===== src/hw/rtl/imu_hold_phase_timer_defines.svh =====
// ----------------------------------------------------------------------------
// imu_hold_phase_timer_defines
// Assertion macros of the hold phase timer, used by ihpt_core.
// ----------------------------------------------------------------------------
`ifndef IMU_HOLD_PHASE_TIMER_DEFINES_SVH
`define IMU_HOLD_PHASE_TIMER_DEFINES_SVH

// Same-cycle implication, disabled during reset.
`define IHPT_ASSERT_IMPL(lbl, ante, cons, msg) \
    lbl: assert property (@(posedge i_clk) disable iff (!i_rst_n) (ante) |-> (cons)) \
        else $error(msg);

// Next-cycle implication, disabled during reset.
`define IHPT_ASSERT_NEXT(lbl, ante, cons, msg) \
    lbl: assert property (@(posedge i_clk) disable iff (!i_rst_n) (ante) |=> (cons)) \
        else $error(msg);

`endif


===== src/hw/rtl/ihpt_pkg.sv =====
// ----------------------------------------------------------------------------
// ihpt_pkg
// Types and constants of the IMU hold phase timer.
// ----------------------------------------------------------------------------
package ihpt_pkg;

    localparam logic [1:0] PH_REST   = 2'd0;
    localparam logic [1:0] PH_MOTION = 2'd1;
    localparam logic [1:0] PH_ANCHOR = 2'd2;

    localparam logic [1:0] RSN_NONE  = 2'd0;
    localparam logic [1:0] RSN_OK    = 2'd1;
    localparam logic [1:0] RSN_STALE = 2'd2;

    localparam logic [15:0] NOT_SET  = 16'hFFFF;
    localparam logic [15:0] SAT_MS   = 16'hFFFE;

    localparam logic [15:0] FILTER_ALPHA_Q16 = 16'd1003;
    localparam logic [14:0] GRAVITY_GATE_DEV = 15'd1024;
    localparam logic [63:0] MIN_GRAV_SQ      = 64'd3355443 * 64'd3355443;
    localparam logic [31:0] RECIP_1000       = 32'd274877907;

    localparam logic [2:0] REG_QUIET_RATE = 3'd0;
    localparam logic [2:0] REG_MOVE_RATE  = 3'd1;
    localparam logic [2:0] REG_QUIET_DEV  = 3'd2;
    localparam logic [2:0] REG_POSTURE    = 3'd3;
    localparam logic [2:0] REG_CONFIRM    = 3'd4;
    localparam logic [2:0] REG_ANCHOR_MAX = 3'd5;
    localparam logic [2:0] REG_LATCH_MAX  = 3'd6;
    localparam logic [2:0] REG_GRAV_REF   = 3'd7;

    typedef struct packed {
        logic [14:0] quiet_rate_limit;
        logic [14:0] move_rate_limit;
        logic [14:0] quiet_dev_limit;
        logic [14:0] posture_cos_limit;
        logic [15:0] quiet_confirm_ms;
        logic [22:0] anchor_max_ms;
        logic [15:0] latch_max_ms;
        logic [14:0] gravity_ref;
    } t_cfg;

    typedef struct packed {
        logic        shot_done;
        logic [1:0]  shot_reason;
        logic [15:0] raise_ms;
        logic [15:0] aim_ms;
        logic [22:0] ms_in_phase;
        logic [1:0]  phase_now;
    } t_result;

endpackage


===== src/hw/rtl/ihpt_regs.sv =====
// ----------------------------------------------------------------------------
// ihpt_regs
// APB configuration registers of the hold phase timer.
// ----------------------------------------------------------------------------
module ihpt_regs (
    input  logic                i_clk,
    input  logic                i_rst_n,
    input  logic                psel,
    input  logic                penable,
    input  logic                pwrite,
    input  logic [4:0]          paddr,
    input  logic [31:0]         pwdata,
    output logic [31:0]         prdata,
    output logic                pready,
    output ihpt_pkg::t_cfg      o_cfg
);

    ihpt_pkg::t_cfg r_cfg;
    logic           wr;
    logic [2:0]     idx;

    assign wr  = psel && penable && pwrite;
    assign idx = paddr[4:2];

    always_ff @(posedge i_clk) begin
        if (!i_rst_n) begin
            r_cfg.quiet_rate_limit  <= 15'd48;
            r_cfg.move_rate_limit   <= 15'd240;
            r_cfg.quiet_dev_limit   <= 15'd256;
            r_cfg.posture_cos_limit <= 15'd22938;
            r_cfg.quiet_confirm_ms  <= 16'd300;
            r_cfg.anchor_max_ms     <= 23'd60000;
            r_cfg.latch_max_ms      <= 16'd500;
            r_cfg.gravity_ref       <= 15'd5023;
        end else if (wr) begin
            case (idx)
                ihpt_pkg::REG_QUIET_RATE: r_cfg.quiet_rate_limit  <= pwdata[14:0];
                ihpt_pkg::REG_MOVE_RATE:  r_cfg.move_rate_limit   <= pwdata[14:0];
                ihpt_pkg::REG_QUIET_DEV:  r_cfg.quiet_dev_limit   <= pwdata[14:0];
                ihpt_pkg::REG_POSTURE:    r_cfg.posture_cos_limit <= pwdata[14:0];
                ihpt_pkg::REG_CONFIRM:    r_cfg.quiet_confirm_ms  <= pwdata[15:0];
                ihpt_pkg::REG_ANCHOR_MAX: r_cfg.anchor_max_ms     <= pwdata[22:0];
                ihpt_pkg::REG_LATCH_MAX:  r_cfg.latch_max_ms      <= pwdata[15:0];
                ihpt_pkg::REG_GRAV_REF:   r_cfg.gravity_ref       <= pwdata[14:0];
                default: ;
            endcase
        end
    end

    always_comb begin
        case (idx)
            ihpt_pkg::REG_QUIET_RATE: prdata = 32'(r_cfg.quiet_rate_limit);
            ihpt_pkg::REG_MOVE_RATE:  prdata = 32'(r_cfg.move_rate_limit);
            ihpt_pkg::REG_QUIET_DEV:  prdata = 32'(r_cfg.quiet_dev_limit);
            ihpt_pkg::REG_POSTURE:    prdata = 32'(r_cfg.posture_cos_limit);
            ihpt_pkg::REG_CONFIRM:    prdata = 32'(r_cfg.quiet_confirm_ms);
            ihpt_pkg::REG_ANCHOR_MAX: prdata = 32'(r_cfg.anchor_max_ms);
            ihpt_pkg::REG_LATCH_MAX:  prdata = 32'(r_cfg.latch_max_ms);
            ihpt_pkg::REG_GRAV_REF:   prdata = 32'(r_cfg.gravity_ref);
            default:                  prdata = 32'd0;
        endcase
    end

    assign pready = 1'b1;
    assign o_cfg  = r_cfg;

endmodule


===== config.mk =====
export PLATFORM = sky130hd
export DESIGN_NAME = ihpt_regs
export DESIGN_NICKNAME = d
export VERILOG_FILES = /design/src/hw/rtl/imu_hold_phase_timer_defines.svh /design/src/hw/rtl/ihpt_pkg.sv /design/src/hw/rtl/ihpt_regs.sv
export SDC_FILE = /design/constraint.sdc
export NUM_CORES = 1
export LEC_CHECK = 0
export BUFFER_PORTS_ARGS = -buffer_cell sky130_fd_sc_hd__clkbuf_2
export CORE_UTILIZATION = 50
export CTS_CLUSTER_SIZE = 10
export DETAILED_ROUTE_END_ITERATION = 8
export PLACE_DENSITY = 0.88
export RECOVER_POWER = 25
export REMOVE_ABC_BUFFERS = 1
export SLEW_MARGIN = 5
export SYNTH_ARGS = -nofsm -noshare
export SYNTH_HDL_FRONTEND = slang
export SYNTH_SLANG_ARGS = --single-unit

===== constraint.sdc =====
create_clock -name i_clk -period 6.95 [get_ports i_clk]
set_input_delay 2.085 -clock i_clk [delete_from_list [all_inputs] [get_ports i_clk]]
set_output_delay 2.085 -clock i_clk [all_outputs]
set_load 0.02 [all_outputs]

==> results_dict.tcl <==
set metrics [dict create \
    start_kind "primary input" \
    ys_ff_latch 130 \
    crit_buf_inv 3 \
    drc 0 \
    leakagePower_nw 3.13 \
    whs_ns 0.467 \
    synthFlopType "dfxtp_1" \
    track_usage_pct 31.1 \
    crit_arrival_ns 3.93 \
    syn_inst 762 \
    relSlewSlack_pct 21.8 \
    grt_pass1_vias 5486 \
    synth.distinct_cells 39 \
    vdd_drop_max_v 0.000130 \
    rows 40 \
    vias 6008 \
    crit_fanout 22 \
    crit_cells 6 \
    ant_nets 0 \
    initial_core_util_pct 51.3 \
    core_area_um2 12000 \
    netlist_area_um2 6130 \
    async_flop_share_pct 0 \
    min_path_type "register to register" \
    grt_max_degree 131 \
    path_common_cell "clkbuf_2" \
    cts_buffers 17 \
    powerDensity_nw_per_um2 253 \
    crit_required_ns 4.87 \
    rsz0062_at_grt "false" \
    wl_mm 19.6 \
    cts.sinks 130 \
    max_freq_mhz 166 \
    cts_tree "built" \
    yosys-top-cells-area "dfxtp_1 42%, nand2_1 16%, a21boi_1 5.9%" \
    reg2reg_slack_ns 6.16 \
    regToRegEndpoint "o_cfg[15]$_SDFFE_PN0P_" \
    status "complete, no violations" \
    final-setup-viol-count 0 \
    drv_slew 0 \
    synth.largest_area_cell "dfxtp_1" \
    insertion_delay_ns 0.43 \
    ios 205 \
    synth.top_cell.area_share_pct 42.4 \
    cp_slowest_stage_delay_ns 0.55 \
    die_x_um 113 \
    post_cts_buffers 0 \
    syn_area_per_cell_um2 8.05 \
    die_y_um 113 \
    post-route-min-period_ns 6.01 \
    yosysMostFrequentCell "nand2_1" \
    crit_type "primary input to primary output" \
    crit_chain "clkbuf_2 > buf_4 > mux4_2 > a21oi_1 > nor2_1 > clkbuf_2" \
    dieArea_um2 12700 \
    cts_resized 0 \
    ys_seq_area_share_pct 42.4 \
    critPathLaunch "paddr[2]" \
    post-route-period-util_pct 86.5 \
    cts_max_level 4 \
    global_route.overflow_total 0 \
    drtPass1Iterations 5 \
    hpwl_mm 12.1 \
    final_area_um2 7500 \
    yosys-top-cells-count "262 x nand2_1, 130 x dfxtp_1, 48 x a21boi_1" \
    routed_via_density 5.66 \
    grt_pass1_wl_mm 29.8 \
    clk_path_buf_depth 2 \
    largest_reg_flops 130 \
    drt_iter0_drc 605 \
    antennaDiodeCount 0 \
    fin_tns_setup_ns 0 \
    root_buffer "clkbuf_16" \
    reg2reg_from "o_cfg[15]$_SDFFE_PN0P_" \
    clock-skew-final_ns 0 \
    syn_to_final_growth_pct 22.2 \
    num-nets-final 944 \
    yosysWarnings 0 \
    maxCapViolations 0 \
    finalHoldViolations 0 \
    clkTransAtPathRegs_ns 0.06 \
    cp_slowest_cell "mux4_2" \
    reg2reg_depth 2 \
    antenna_found_initial 0 \
    place_area_um2 6930 \
    postCtsHoldBufs 0 \
    drive_gt1_share_pct 21.3 \
    crit_end "prdata[11]" \
    worst-slew-pin-transition_ns 1.17 \
    crit_family "buffers and inverters" \
    io_buffers 183 \
    wl_per_cell_um 18.4 \
    gp_congestion 0.784 \
    critPathCaptureType "primary output" \
    synth_edf_count 0 \
]
kinds of logic (layout without fill, tap and decap cells):
group           Yosys count  after routing  synth area share (%)
buf+inv                  97            242                  8.30
simple gates            368            368                  25.1
compound gates          135            135                  18.3
mux                      30             30                  5.81
other cells               2             10                 0.122
flops                   130            130                  42.4
worst reg2reg max path, delay by kind of cell (launching register included):
| kind | cells | cell delay (ns) |
|---|---|---|
| compound gates | 1 | 0.25 |
| flops | 1 | 0.38 |
| simple gates | 1 | 0.06 |
where the power goes:
group          switching [mW]  internal (mW)
registers             0.00591          0.752
logic                   0.102         0.0557
clock network           0.340          0.644
total                   0.448           1.45
layer usage:
layer / part of all wire (%) / track usage [%]
met4: 2.8 / 14.2
met5: 0 / 0
met2: 46 / 48.4
met1: 42 / 40.0
met3: 9.2 / 8.89
metrics by stage:
step / power, mW / setup slack [ns] / std cells / util (%)
global placement: 0.928 / 1.01 / 1030 / 58.0
CTS: 1.91 / 0.981 / 1062 / 63.4
finish: 1.90 / 0.936 / 1062 / 62.7
global route: 1.95 / 0.872 / 1062 / 62.7
floorplan: 0.852 / 1.02 / 686 / -
detailed placement: 0.930 / 0.992 / 1030 / 58.0
worst min path at each step:
stage                                       start                 endpoint  slack, ns  depth (start not counted)
after detailed placement  o_cfg[122]$_SDFFE_PN0P_  o_cfg[122]$_SDFFE_PN0P_       0.46                          2
after floorplan            o_cfg[47]$_SDFFE_PN0P_   o_cfg[47]$_SDFFE_PN0P_       0.54                          2
after global routing      o_cfg[129]$_SDFFE_PN0P_  o_cfg[129]$_SDFFE_PN0P_       0.49                          2
after global placement    o_cfg[125]$_SDFFE_PN0P_  o_cfg[125]$_SDFFE_PN0P_       0.46                          2
after CTS                 o_cfg[122]$_SDFFE_PN0P_  o_cfg[122]$_SDFFE_PN0P_       0.47                          2
final                      o_cfg[39]$_SDFFE_PN0P_   o_cfg[39]$_SDFFE_PN0P_       0.47                          2
cell type report:
type | count | area (um2)
fill | 1039 | 4470
multi-input combinational | 543 | 3060
sequential | 130 | 2600
timing repair buffer | 197 | 948
clock buffer | 18 | 439
clock inverter | 14 | 211
tap | 147 | 184
inverter | 13 | 48.8
cell usage in the layout, fill, tap and decap left out, types with 3 or more instances in the layout:
cell type / instances
a22o_1: 13
bufinv_16: 5
buf_4: 14
a21boi_1: 48
clkbuf_2: 112
conb_1: 10
mux2i_1: 15
a21boi_0: 41
clkbuf_1: 70
clkbuf_16: 17
or2_1: 5
clkinv_2: 4
nand3_1: 40
nand2b_1: 3
nor2_1: 34
inv_1: 13
mux2_2: 9
dfxtp_1: 130
a221oi_2: 10
clkinv_4: 3
or3_1: 3
mux2_4: 4
nor2_2: 5
and2_1: 8
a221oi_1: 16
nand2_1: 262
(Power assumes the default switching activity.)
